**config.mk**
```make
export PLATFORM = sky130hd
export DESIGN_NAME = mutex_handoff_queue_engine_flat
export DESIGN_NICKNAME = d
export VERILOG_FILES = /design/src/hdl/mhq_pkg.sv /design/src/hdl/mhq_if.sv /design/src/hdl/mhq_ram.sv /design/src/hdl/mhq_state_store.sv /design/src/hdl/mutex_handoff_queue_engine.sv /design/src/flat_wrapper.sv
export SDC_FILE = /design/constraint.sdc
export NUM_CORES = 1
export LEC_CHECK = 0
export BUFFER_PORTS_ARGS = -buffer_cell sky130_fd_sc_hd__buf_2
export CELL_PAD_IN_SITES_DETAIL_PLACEMENT = 1
export CELL_PAD_IN_SITES_GLOBAL_PLACEMENT = 2
export CORE_MARGIN = 5
export CORE_UTILIZATION = 50
export CTS_CLUSTER_SIZE = 14
export DETAILED_ROUTE_END_ITERATION = 10
export PLACE_DENSITY_LB_ADDON = 0.1
export SLEW_MARGIN = 40
export SYNTH_ARGS = -nofsm -noshare
export SYNTH_HDL_FRONTEND = slang
export SYNTH_SLANG_ARGS = --single-unit
```
**constraint.sdc**
```tcl
create_clock -name clock -period 8.05 [get_ports clock]
set_input_delay 1.61 -clock clock [delete_from_list [all_inputs] [get_ports clock]]
set_output_delay 1.61 -clock clock [all_outputs]
set_load 0.01 [all_outputs]
```
**src/hdl/mhq_pkg.sv**
```systemverilog
// Shared constants, types and codes for the mutex handoff queue engine.
package mhq_pkg;

   // Field widths of the request and response transactions
   localparam int MUTEX_ID_W = 4;
   localparam int TASK_ID_W  = 6;
   localparam int STATUS_W   = 3;

   // Sizing
   localparam int MUTEX_COUNT  = 16;
   localparam int TASK_ID_BITS = 6;
   localparam int QUEUE_DEPTH  = 8;

   localparam int MUTEX_AW   = (MUTEX_COUNT > 1) ? $clog2(MUTEX_COUNT) : 1;
   localparam int QHW        = (QUEUE_DEPTH > 1) ? $clog2(QUEUE_DEPTH) : 1;
   localparam int QCW        = $clog2(QUEUE_DEPTH + 1);
   localparam int SLOT_DEPTH = MUTEX_COUNT * QUEUE_DEPTH;
   localparam int SLOT_AW    = (SLOT_DEPTH > 1) ? $clog2(SLOT_DEPTH) : 1;

   typedef enum logic {
      OP_LOCK   = 1'b0,
      OP_UNLOCK = 1'b1
   } op_type;

   typedef enum logic [STATUS_W-1:0] {
      ST_ACQUIRED = 3'd0,
      ST_BLOCKED  = 3'd1,
      ST_FREED    = 3'd2,
      ST_HANDED   = 3'd3,
      ST_IGNORED  = 3'd4,
      ST_FULL     = 3'd5
   } status_type;

   typedef enum logic [1:0] {
      S_IDLE,
      S_EVAL,
      S_HAND
   } engine_state_type;

   // Per-mutex record kept in the state memory
   typedef struct packed {
      logic                    held;
      logic [TASK_ID_BITS-1:0] owner;
      logic [QHW-1:0]          head;
      logic [QCW-1:0]          count;
   } mutex_state_type;

   localparam int MSTATE_W = $bits(mutex_state_type);

   // Access command toward the mutex state store
   typedef struct packed {
      logic                rd_en;
      logic [MUTEX_AW-1:0] rd_addr;
      logic                wr_en;
      logic [MUTEX_AW-1:0] wr_addr;
      mutex_state_type     wr_data;
   } mstate_cmd_type;

endpackage

```
**src/hdl/mhq_if.sv**
```systemverilog
// Valid/ready channel interfaces for request and response transactions.
interface mhq_req_if import mhq_pkg::*; ();
   logic                  valid;
   logic                  ready;
   logic                  op;
   logic [MUTEX_ID_W-1:0] mutex_id;
   logic [TASK_ID_W-1:0]  task_id;

   modport source (output valid, op, mutex_id, task_id, input ready);
   modport sink   (input valid, op, mutex_id, task_id, output ready);
endinterface

interface mhq_rsp_if import mhq_pkg::*; ();
   logic                 valid;
   logic                 ready;
   logic [STATUS_W-1:0]  status;
   logic                 woken_valid;
   logic [TASK_ID_W-1:0] woken_task;

   modport source (output valid, status, woken_valid, woken_task, input ready);
   modport sink   (input valid, status, woken_valid, woken_task, output ready);
endinterface

```
**src/hdl/mhq_ram.sv**
```systemverilog
// Generic single-write, single-read RAM with registered read data.
module mhq_ram #(
   parameter int WIDTH = 8,
   parameter int DEPTH = 16
) (
   input  logic                                   clock,
   input  logic                                   wr_en,
   input  logic [((DEPTH > 1) ? $clog2(DEPTH) : 1)-1:0] wr_addr,
   input  logic [WIDTH-1:0]                       wr_data,
   input  logic                                   rd_en,
   input  logic [((DEPTH > 1) ? $clog2(DEPTH) : 1)-1:0] rd_addr,
   output logic [WIDTH-1:0]                       rd_data
);

   logic [WIDTH-1:0] mem_ff [DEPTH];
   logic [WIDTH-1:0] rd_data_ff;

   // Write port
   always_ff @(posedge clock) begin
      if (wr_en) begin
         mem_ff[wr_addr] <= wr_data;
      end
   end

   // Read port, data held until the next read
   always_ff @(posedge clock) begin
      if (rd_en) begin
         rd_data_ff <= mem_ff[rd_addr];
      end
   end

   assign rd_data = rd_data_ff;

endmodule

```
**src/hdl/mhq_state_store.sv**
```systemverilog
// Mutex state memory with per-entry valid bits that read back as the reset record.
module mhq_state_store import mhq_pkg::*; (
   input  logic            clock,
   input  logic            reset,
   input  mstate_cmd_type  cmd,
   output mutex_state_type rd_state
);

   logic [MUTEX_COUNT-1:0] valid_ff;
   logic [MUTEX_COUNT-1:0] valid_in;
   logic                   rd_valid_ff;
   logic                   rd_valid_in;
   logic [MSTATE_W-1:0]    rd_data;

   mhq_ram #(
      .WIDTH (MSTATE_W),
      .DEPTH (MUTEX_COUNT)
   ) u_ram (
      .clock   (clock),
      .wr_en   (cmd.wr_en),
      .wr_addr (cmd.wr_addr),
      .wr_data (cmd.wr_data),
      .rd_en   (cmd.rd_en),
      .rd_addr (cmd.rd_addr),
      .rd_data (rd_data)
   );

   // Mark written entries, sample the valid bit alongside the read
   always_comb begin
      valid_in    = valid_ff;
      rd_valid_in = rd_valid_ff;
      if (cmd.wr_en) begin
         valid_in[cmd.wr_addr] = 1'b1;
      end
      if (cmd.rd_en) begin
         rd_valid_in = valid_ff[cmd.rd_addr];
      end
   end

   always_ff @(posedge clock) begin
      if (reset) begin
         valid_ff    <= '0;
         rd_valid_ff <= 1'b0;
      end else begin
         valid_ff    <= valid_in;
         rd_valid_ff <= rd_valid_in;
      end
   end

   // Never-written entries read as a free mutex with an empty queue
   assign rd_state = rd_valid_ff ? mutex_state_type'(rd_data) : '0;

endmodule

```
**src/hdl/mutex_handoff_queue_engine.sv**
```systemverilog
// Hardware mutex engine: owner tracking and FIFO wait queues held in on-chip memory.
// Each request reads its state memory entry, is evaluated, and gets a registered response;
// a handoff to a waiter adds a wait-slot read between evaluation and the response.
// One transaction at a time: each reads the state memory entry of its mutex, and writes
// it back where it changes, before the next request is taken.
// Reset: synchronous; all mutexes free and all queues empty at once, no sweep.
module mutex_handoff_queue_engine import mhq_pkg::*; (
   input logic     clock,
   input logic     reset,
   mhq_req_if.sink req,
   mhq_rsp_if.source rsp
);

   engine_state_type        state_ff, state_in;
   logic                    op_ff, op_in;
   logic [MUTEX_AW-1:0]     mutex_ff, mutex_in;
   logic [TASK_ID_BITS-1:0] task_ff, task_in;
   logic                    in_range_ff, in_range_in;
   mutex_state_type         hold_ff, hold_in;

   logic                    rsp_valid_ff, rsp_valid_in;
   status_type              status_ff, status_in;
   logic                    woken_valid_ff, woken_valid_in;
   logic [TASK_ID_W-1:0]    woken_task_ff, woken_task_in;

   mstate_cmd_type          cmd;
   mutex_state_type         cur;

   logic                    slot_wr_en;
   logic [SLOT_AW-1:0]      slot_wr_addr;
   logic                    slot_rd_en;
   logic [SLOT_AW-1:0]      slot_rd_addr;
   logic [TASK_ID_BITS-1:0] slot_rd_data;

   logic                    accept;
   logic                    out_free;
   logic [SLOT_AW-1:0]      slot_base;
   logic [QCW:0]            pos_sum;
   logic [QHW-1:0]          tail_pos;
   logic [QHW-1:0]          head_next;
   logic [TASK_ID_BITS-1:0] next_owner;

   mhq_state_store u_state (
      .clock    (clock),
      .reset    (reset),
      .cmd      (cmd),
      .rd_state (cur)
   );

   mhq_ram #(
      .WIDTH (TASK_ID_BITS),
      .DEPTH (SLOT_DEPTH)
   ) u_slots (
      .clock   (clock),
      .wr_en   (slot_wr_en),
      .wr_addr (slot_wr_addr),
      .wr_data (task_ff),
      .rd_en   (slot_rd_en),
      .rd_addr (slot_rd_addr),
      .rd_data (slot_rd_data)
   );

   assign accept   = req.valid && req.ready;
   assign out_free = !rsp_valid_ff || rsp.ready;

   // Queue slot arithmetic for the mutex in flight
   always_comb begin
      slot_base = SLOT_AW'(mutex_ff) * SLOT_AW'(QUEUE_DEPTH);
      pos_sum   = (QCW+1)'(cur.head) + (QCW+1)'(cur.count);
      if (pos_sum >= (QCW+1)'(QUEUE_DEPTH)) begin
         tail_pos = QHW'(pos_sum - (QCW+1)'(QUEUE_DEPTH));
      end else begin
         tail_pos = QHW'(pos_sum);
      end
      if (hold_ff.head == QHW'(QUEUE_DEPTH - 1)) begin
         head_next = '0;
      end else begin
         head_next = hold_ff.head + 1'b1;
      end
      next_owner = slot_rd_data;
   end

   // Sequence one transaction: read state, decide, write back, post response
   always_comb begin
      state_in       = state_ff;
      op_in          = op_ff;
      mutex_in       = mutex_ff;
      task_in        = task_ff;
      in_range_in    = in_range_ff;
      hold_in        = hold_ff;
      rsp_valid_in   = rsp_valid_ff && !rsp.ready;
      status_in      = status_ff;
      woken_valid_in = woken_valid_ff;
      woken_task_in  = woken_task_ff;
      req.ready      = 1'b0;
      cmd            = '0;
      cmd.wr_addr    = mutex_ff;
      slot_wr_en     = 1'b0;
      slot_wr_addr   = slot_base + SLOT_AW'(tail_pos);
      slot_rd_en     = 1'b0;
      slot_rd_addr   = slot_base + SLOT_AW'(cur.head);

      case (state_ff)
         S_IDLE: begin
            req.ready   = 1'b1;
            cmd.rd_addr = MUTEX_AW'(req.mutex_id);
            if (accept) begin
               cmd.rd_en   = 1'b1;
               op_in       = req.op;
               mutex_in    = MUTEX_AW'(req.mutex_id);
               task_in     = req.task_id[TASK_ID_BITS-1:0];
               in_range_in = (32'(req.mutex_id) < MUTEX_COUNT);
               state_in    = S_EVAL;
            end
         end

         S_EVAL: begin
            hold_in = cur;
            if (in_range_ff && op_ff == OP_UNLOCK && cur.held && cur.owner == task_ff
                && cur.count != '0) begin
               // Fetch the oldest waiter
               slot_rd_en = 1'b1;
               state_in   = S_HAND;
            end else if (out_free) begin
               rsp_valid_in   = 1'b1;
               woken_valid_in = 1'b0;
               woken_task_in  = '0;
               state_in       = S_IDLE;
               cmd.wr_data    = cur;
               if (!in_range_ff) begin
                  status_in = (op_ff == OP_UNLOCK) ? ST_IGNORED : ST_FULL;
               end else if (op_ff == OP_LOCK) begin
                  if (!cur.held) begin
                     cmd.wr_en         = 1'b1;
                     cmd.wr_data.held  = 1'b1;
                     cmd.wr_data.owner = task_ff;
                     status_in         = ST_ACQUIRED;
                  end else if (cur.count >= QCW'(QUEUE_DEPTH)) begin
                     status_in = ST_FULL;
                  end else begin
                     slot_wr_en        = 1'b1;
                     cmd.wr_en         = 1'b1;
                     cmd.wr_data.count = cur.count + 1'b1;
                     status_in         = ST_BLOCKED;
                  end
               end else begin
                  if (!cur.held || cur.owner != task_ff) begin
                     status_in = ST_IGNORED;
                  end else begin
                     cmd.wr_en         = 1'b1;
                     cmd.wr_data.held  = 1'b0;
                     cmd.wr_data.owner = '0;
                     status_in         = ST_FREED;
                  end
               end
            end
         end

         S_HAND: begin
            if (out_free) begin
               cmd.wr_en         = 1'b1;
               cmd.wr_data       = hold_ff;
               cmd.wr_data.owner = next_owner;
               cmd.wr_data.head  = head_next;
               cmd.wr_data.count = hold_ff.count - 1'b1;
               rsp_valid_in      = 1'b1;
               status_in         = ST_HANDED;
               woken_valid_in    = 1'b1;
               woken_task_in     = TASK_ID_W'(next_owner);
               state_in          = S_IDLE;
            end
         end

         default: begin
            state_in = S_IDLE;
         end
      endcase
   end

   // State register
   always_ff @(posedge clock) begin
      if (reset) begin
         state_ff     <= S_IDLE;
         rsp_valid_ff <= 1'b0;
      end else begin
         state_ff     <= state_in;
         rsp_valid_ff <= rsp_valid_in;
      end
   end

   // Hold transaction fields and response payload
   always_ff @(posedge clock) begin
      op_ff          <= op_in;
      mutex_ff       <= mutex_in;
      task_ff        <= task_in;
      in_range_ff    <= in_range_in;
      hold_ff        <= hold_in;
      status_ff      <= status_in;
      woken_valid_ff <= woken_valid_in;
      woken_task_ff  <= woken_task_in;
   end

   assign rsp.valid       = rsp_valid_ff;
   assign rsp.status      = status_ff;
   assign rsp.woken_valid = woken_valid_ff;
   assign rsp.woken_task  = woken_task_ff;

   // An accepted transaction always moves on to evaluation
   a_accept_to_eval: assert property (@(posedge clock) disable iff (reset)
      accept |=> state_ff == S_EVAL)
      else $error("accepted transaction did not enter evaluation");

   // Handoff is only reached from evaluation
   a_hand_from_eval: assert property (@(posedge clock) disable iff (reset)
      state_ff == S_HAND |-> ($past(state_ff) == S_EVAL || $past(state_ff) == S_HAND))
      else $error("handoff entered without evaluation");

   // Written queue occupancy never exceeds the queue depth
   a_count_bound: assert property (@(posedge clock) disable iff (reset)
      cmd.wr_en |-> cmd.wr_data.count <= QCW'(QUEUE_DEPTH))
      else $error("queue count overflow written");

   // Woken flag accompanies exactly the handoff status
   a_woken_status: assert property (@(posedge clock) disable iff (reset)
      rsp_valid_ff |-> (woken_valid_ff == (status_ff == ST_HANDED)))
      else $error("woken flag disagrees with status");

endmodule
```
**src/flat_wrapper.sv**
```systemverilog
// flat-port wrapper written by rule: the top's interface ports become plain ports
module mutex_handoff_queue_engine_flat import mhq_pkg::*;
  (clock, reset, req_valid, req_op, req_mutex_id, req_task_id, req_ready, rsp_valid, rsp_status, rsp_woken_valid, rsp_woken_task, rsp_ready);
  mhq_req_if req_i ();
  mhq_rsp_if rsp_i ();
  input logic clock;
  input logic reset;
  input wire logic [$bits(req_i.valid)-1:0] req_valid;
  input wire logic [$bits(req_i.op)-1:0] req_op;
  input wire logic [$bits(req_i.mutex_id)-1:0] req_mutex_id;
  input wire logic [$bits(req_i.task_id)-1:0] req_task_id;
  output wire logic [$bits(req_i.ready)-1:0] req_ready;
  output wire logic [$bits(rsp_i.valid)-1:0] rsp_valid;
  output wire logic [$bits(rsp_i.status)-1:0] rsp_status;
  output wire logic [$bits(rsp_i.woken_valid)-1:0] rsp_woken_valid;
  output wire logic [$bits(rsp_i.woken_task)-1:0] rsp_woken_task;
  input wire logic [$bits(rsp_i.ready)-1:0] rsp_ready;
  assign req_i.valid = req_valid;
  assign req_i.op = req_op;
  assign req_i.mutex_id = req_mutex_id;
  assign req_i.task_id = req_task_id;
  assign req_ready = req_i.ready;
  assign rsp_valid = rsp_i.valid;
  assign rsp_status = rsp_i.status;
  assign rsp_woken_valid = rsp_i.woken_valid;
  assign rsp_woken_task = rsp_i.woken_task;
  assign rsp_i.ready = rsp_ready;
  mutex_handoff_queue_engine u_core (.clock(clock), .reset(reset), .req(req_i), .rsp(rsp_i));
endmodule
```
# == After elaboration in Yosys (flattened, before gate mapping) ==
# Memory sizes are Yosys's and may differ from the RTL's. A register that Yosys moved wholly into a read port is not among the register bits.
# Index checks and enable logic that the tools add are counted.
# Widths: inputs -> output; s select.
# op_classes
n_lt_le_gt_ge,5
bitwise,1
n_mux,62
reduce_logical,16
addsub,7
eq_ne,9
# ops
cell,n
$mux 14,4
$pmux 14 s2,1
$mux 1,27
$mux 3,9
$mux 6,4
$or 16x16->16,1
$add 7x3->7,2
$mux 7,2
$mux 4,3
$pmux 6 s2,1
$lt 4x5->1 const B,2
$eq 6x6->1,1
$logic_and 1x1->1,6
$mux 2,3
$ne 2x1->1 const B,3
$ne 6x6->1,1
$pmux 1 s2,3
$pmux 2 s3,1
$pmux 3 s2,1
$add 3x4->5,1
$ge 5x4->1 const B,1
$mux 5,1
$add 4x1->4 const B,1
$bmux 1 s4,1
other kinds (17),20
# word_totals
ramBits,992
inputBits,15
elab_cells,115
n_memories,2
reg_bits,49
# mem_list
memory,words,word_bits,rd,rd_ports_with_merged_regs,write_ports,line_no,rtl
u_core.u_slots.mem_ff,128,6,1,1,1,mhq_ram.sv:15,logic [WIDTH-1:0] mem_ff [DEPTH];
u_core.u_state.u_ram.mem_ff,16,14,1,1,1,mhq_ram.sv:15,

# == Longest topological paths before layout ==
# logic_depth
depth_word,10
depth_mapped,15
ltp_nobuf,8

# == Hierarchy ==
# From an unflattened synthesis, not the netlist that was laid out.
# unflattened
cells_unflattened,1906
area_unflattened_um2,41597.4
# by_module_without_submodules
module,instances,cells_per_inst,seq_area_each_um2,area_each_um2
mhq_ram (u_core.u_slots),1,1271,23242.3,29983.8
mhq_ram (u_core.u_state.u_ram),1,379,7146.9,8903.5
mutex_handoff_queue_engine,1,162,930.9,1883.1
mhq_state_store,1,94,340.3,827.0

# == Worst setup path after synthesis ==
# No wires, ideal clock.
# synth_path
path_kind,reg2reg
start,register u_core.task_ff[4]
end,"memory u_core.u_state.u_ram.mem_ff[10][0] in the netlist's numbering, enable pin"
stages_incl_launch_ff,8
period_less_slack_ns,4.551
slack_ns,3.499
arrival_ns,4.148
required_ns,7.647
path_cell_list,edfxtp_1 nand4b_1 o22ai_2 o22ai_2 o31ai_4 a31oi_4 buf_2 nor3_1
# synth_via
elab_chain_len,9
word_cells_on_any_way,12
classes_between,eq/ne (2); mux (7); reduce/logical (3)
# synth_rtl
item,line_no,rtl
start: declaration,mutex_handoff_queue_engine.sv:17,"logic [TASK_ID_BITS-1:0] task_ff, task_in;"
start signal: assignment,mutex_handoff_queue_engine.sv:195,task_ff <= task_in;
$ne 6x6->1,mutex_handoff_queue_engine.sv:147,if (!cur.held || cur.owner != task_ff) begin
$logic_or 1x1->1,mutex_handoff_queue_engine.sv:147,
$mux 1,mutex_handoff_queue_engine.sv:147,
$mux 1,mutex_handoff_queue_engine.sv:132,end else if (op_ff == OP_LOCK) begin
$mux 1,mutex_handoff_queue_engine.sv:124,end else if (out_free) begin
$mux 1 *,mutex_handoff_queue_engine.sv:119,if (in_range_ff && op_ff == OP_UNLOCK && cur.held && cur.owner == task_ff
$pmux 1 s2 *,mutex_handoff_queue_engine.sv:103,case (state_ff)
$mux 1 *,mhq_ram.sv:20,if (wr_en) begin
$mux 1 (implied by the code) *,mhq_ram.sv:21,mem_ff[wr_addr] <= wr_data;
end: declaration,mhq_ram.sv:15,
# Mark *: on every way between the ends. The rest lies on a longest branch, timed or not.

# == Worst setup path after layout ==
# layout_path
start,register u_core.u_state.u_ram.rd_data_ff[5] (netlist: u_core.u_state.u_ram.rd_data[5]) (read register of u_core.u_state.u_ram.mem_ff)
end,"memory u_core.u_slots.mem_ff[73][1] in the netlist's numbering, enable pin"
# layout_via
elab_chain_len,5
word_cells_on_any_way,6
classes_between,add/sub (3); order compare (1); mux (2)
# layout_rtl
item,line_no,rtl
start: declaration,mhq_ram.sv:16,logic [WIDTH-1:0] rd_data_ff;
$mux 14 *,mhq_state_store.sv:51,assign rd_state = rd_valid_ff ? mutex_state_type'(rd_data) : '0;
$add 3x4->5 *,mutex_handoff_queue_engine.sv:69,pos_sum = (QCW+1)'(cur.head) + (QCW+1)'(cur.count);
$ge 5x4->1 or $sub 3x1->3 (tied branches),"mutex_handoff_queue_engine.sv:70, mutex_handoff_queue_engine.sv:71",
$mux 3 *,mutex_handoff_queue_engine.sv:70,if (pos_sum >= (QCW+1)'(QUEUE_DEPTH)) begin
$add 7x3->7 *,mutex_handoff_queue_engine.sv:99,slot_wr_addr = slot_base + SLOT_AW'(tail_pos);
end: declaration,mhq_ram.sv:15,
# Marked as above.

==> results.sh <==
export IMPL_clockBufferDepth=3
export IMPL_path_class="reg -> reg"
export IMPL_grt_overflow=0
export IMPL_cts_tree="done"
export IMPL_async_reset_ff_frac=0
export IMPL_cts_made_buffers=108
export IMPL_nFillCells=7633
export IMPL_final_layout_size_suffix_gt1_frac=0.2001
export IMPL_mostFrequentLayoutCells="edfxtp_1, nor2_1, a21oi_1"
export IMPL_cp_max_fo=60
export IMPL_place_hpwl_um=74040
export IMPL_initial_utilization=0.5054
export IMPL_routed_wl_um=123500
export IMPL_ys_ff_latch=1061
export IMPL_cts_sinks=1061
export IMPL_path_clk_slew_ns=0.06
export IMPL_dp_cells=3707
export IMPL_hold_path_endpoint="u_core.u_state.valid_ff[0]"
export IMPL_fin_setup_tns_ns=0
export IMPL_htreeDepth=3
export IMPL_r2r_start="u_core.u_state.u_ram.rd_data[5]"
export IMPL_syn_inst=2654
export IMPL_track_usage=0.2620
export IMPL_drv_cap=0
export IMPL_dpl_instance_area_um2=44660
export IMPL_hold_path_class="reg -> reg"
export IMPL_synth_distinct_cells=64
export IMPL_startpoint_type="flop"
export IMPL_synth_area_per_cell_um2=16.29
export IMPL_drc=0
export IMPL_synth_ff_type="edfxtp_1"
export IMPL_die_area_um2=92450
export IMPL_place_congestion=0.8376
export IMPL_hold_buffers=0
export IMPL_fin_crit_ns=4.682
export IMPL_portBuffers=26
export IMPL_num_vias=24680
export IMPL_grt_pass1_vias=25670
export IMPL_ys_seq_area_frac=0.7323
export IMPL_drv_slew=0
export IMPL_multi_input_area_um2=10700
export IMPL_area_growth_syn_to_layout_pct=12.03
export IMPL_syn_cell_area_um2=43240
export IMPL_worst_slew_pin_slew_ns=0.8565
export IMPL_r2r_end="u_core.u_slots.mem_ff[73][1]"
export IMPL_crit_slowest_cell="fa_2"
export IMPL_post_cts_buffers=0
export IMPL_setup_viol=0
export IMPL_rsz0062_at_grt="false"
export IMPL_skew_ns=0.03150
export IMPL_synth_edf_count=1041
export IMPL_worstPathRequired_ns=8.35
export IMPL_ir_drop_mv=0.2107
export IMPL_final_util=0.5662
export IMPL_drt_pass1_iterations=6
export IMPL_ioPinCount=27
export IMPL_final_common_cell="edfxtp_1"
export IMPL_postCtsResizedCells=0
export IMPL_yosysWarnings=0
export IMPL_wire_per_inst_um=31.59
export IMPL_syn_nets=2680
export IMPL_hold_start="u_core.u_state.valid_ff[0]"
export IMPL_coreArea_um2=85550
export IMPL_slew_limit_headroom=0.4290
export IMPL_grt_first_pass_wirelength_um=180100
export IMPL_slowest_delay_ns=0.84
export IMPL_clk_latency_ns=0.68
export IMPL_seqCellArea_um2=31660
export IMPL_total_power_mw=12.18
export IMPL_postRouteAntennaNets=0
export IMPL_layoutNonFillerInstCount=3908
export IMPL_total_leakage_power_nw=15.82
export IMPL_fin_crit_sh=0.5816
export IMPL_die_w_um=304.1
export IMPL_status="complete, no violations"
export IMPL_fp_dieH_um=304.1
export IMPL_reg2reg_depth=7
export IMPL_antenna_cells=0
export IMPL_rows=107
export IMPL_end_kind="flop"
export IMPL_hold_violations=0
export IMPL_cp_common_cell="nor2_1"
export IMPL_grt_max_degree=133
export IMPL_detail_route_iter0_violations=2762
export IMPL_nNetsFinal=2700
export IMPL_cts_root_buf="clkbuf_16"
export IMPL_cp_arrival_ns=4.98
export IMPL_avgViaCountPerCell=6.314
export IMPL_antenna_found_initial=1
export IMPL_ff2ff_setup_slack_ns=3.37
export IMPL_cellPowerDensity_nw_per_um2=251.5
export IMPL_cp_cell_sequence="buf_6 -> and2_2 -> buf_4 -> fa_2 -> nor2_1 -> nand3_2 -> nor2_1"
export IMPL_holdPathStages=2
export IMPL_design_area_um2=48440
export IMPL_fmax_mhz=213.6
## cell families (layout without fill, tap and decap cells)
kind of cell | count (synthesis) | count (layout) | share of synthesized area
adder cells (fa/ha/maj) | 11 | 11 | 0.003357
buffers and inverters | 216 | 326 | 0.02662
flip-flops | 1061 | 1061 | 0.7323
XOR/XNOR | 10 | 10 | 0.002026
AND/OR/NAND/NOR | 509 | 509 | 0.05377
AO/OA/AOI/OAI | 554 | 554 | 0.09133
multiplexers | 293 | 293 | 0.09061
## where the power goes
group	leakage [nW]	internal (mW)	total (mW)	switching, mW
sequential	9.81	6.08	6.10	0.0235
clock	1.80	3.14	5.26	2.12
combinational	4.21	0.266	0.822	0.556
## synth_stat cells (15+ instances only)
library cell	n	area (um2)
edfxtp_1	1041	31260
nor2_1	176	660.6
a21oi_1	149	745.7
mux2_2	147	1655
nand2_1	135	506.7
o21ai_0	122	610.6
mux2i_1	82	820.8
clkbuf_1	76	285.3
mux4_2	64	1441
nor3_1	58	290.3
buf_2	55	275.3
a21o_1	46	345.3
a222oi_1	45	450.4
a221o_1	40	400.4
nand3_1	31	155.2
and2_0	30	187.7
a32oi_1	29	254.0
inv_1	28	105.1
buf_4	26	195.2
and2_1	21	131.4
nor4_1	21	131.4
dfxtp_1	20	400.4
a22oi_1	19	142.6
buf_6	18	202.7
o22ai_1	15	93.84
## layout make-up
cell class	instances	area share
Clock inverter	74	0.01888
Timing Repair Buffer	98	0.01661
Inverter	28	0.002170
Tap cell	1144	0.02955
Clock buffer	126	0.05807
Multi-Input combinational cell	1377	0.2210
Sequential cell	1061	0.6537
## per-stage QoR
step / setup slack [ns] / hold WS (ns)
after detailed placement: 3.153 / 0.4541
final: 3.368 / 0.4672
after floorplan: 3.499 / 0.4308
after CTS: 3.190 / 0.4632
after global placement: 3.142 / 0.4453
after global routing: 3.225 / 0.4988
## flip-flops by register name (all words and copies together), names as in the netlist, 2 cells and up
signal                        flops
u_core.u_slots.mem_ff           768
u_core.u_state.u_ram.mem_ff     224
u_core.u_state.valid_ff          16
u_core.u_state.u_ram.rd_data     14
u_core.hold_ff                    8
u_core.rsp.woken_task             6
u_core.task_ff                    6
u_core.u_slots.rd_data            6
u_core.mutex_ff                   4
u_core.rsp.status                 3
u_core.state_ff                   2
## worst max-delay path: cells and delay by family, from the launching register on
family | cells | cell delay [ns]
AND/OR/NAND/NOR | 4 | 2.01
buffers and inverters | 2 | 1.05
adder cells (fa/ha/maj) | 1 | 0.84
flip-flops | 1 | 0.35
## per-layer routing
| metal | wire (um) | vias up | GRT usage |
|---|---|---|---|
| met4 | 2372 | 0 | 0.05967 |
| met5 | 0 | - | 0 |
| li1 | - | 10580 | - |
| met2 | 59340 | 967 | 0.4252 |
| met1 | 53080 | 12980 | 0.3771 |
| met3 | 8663 | 151 | 0.04517 |
## how the worst max path moves through the flow
stage / startpoint / end / cells past startpoint
finish: u_core.u_state.u_ram.rd_data[5] / u_core.u_slots.mem_ff[73][1] / 7
global route: u_core.u_state.u_ram.rd_data[5] / u_core.u_slots.mem_ff[113][1] / 7
CTS: u_core.u_state.u_ram.rd_data[5] / u_core.u_slots.mem_ff[113][1] / 7
detailed placement: rsp_ready / u_core.u_slots.mem_ff[41][0] / 7
global placement: rsp_ready / u_core.u_slots.mem_ff[101][4] / 7
floorplan: u_core.task_ff[4] / u_core.u_state.u_ram.mem_ff[10][0] / 7
Note: power is estimated with default switching activity, not from simulation.
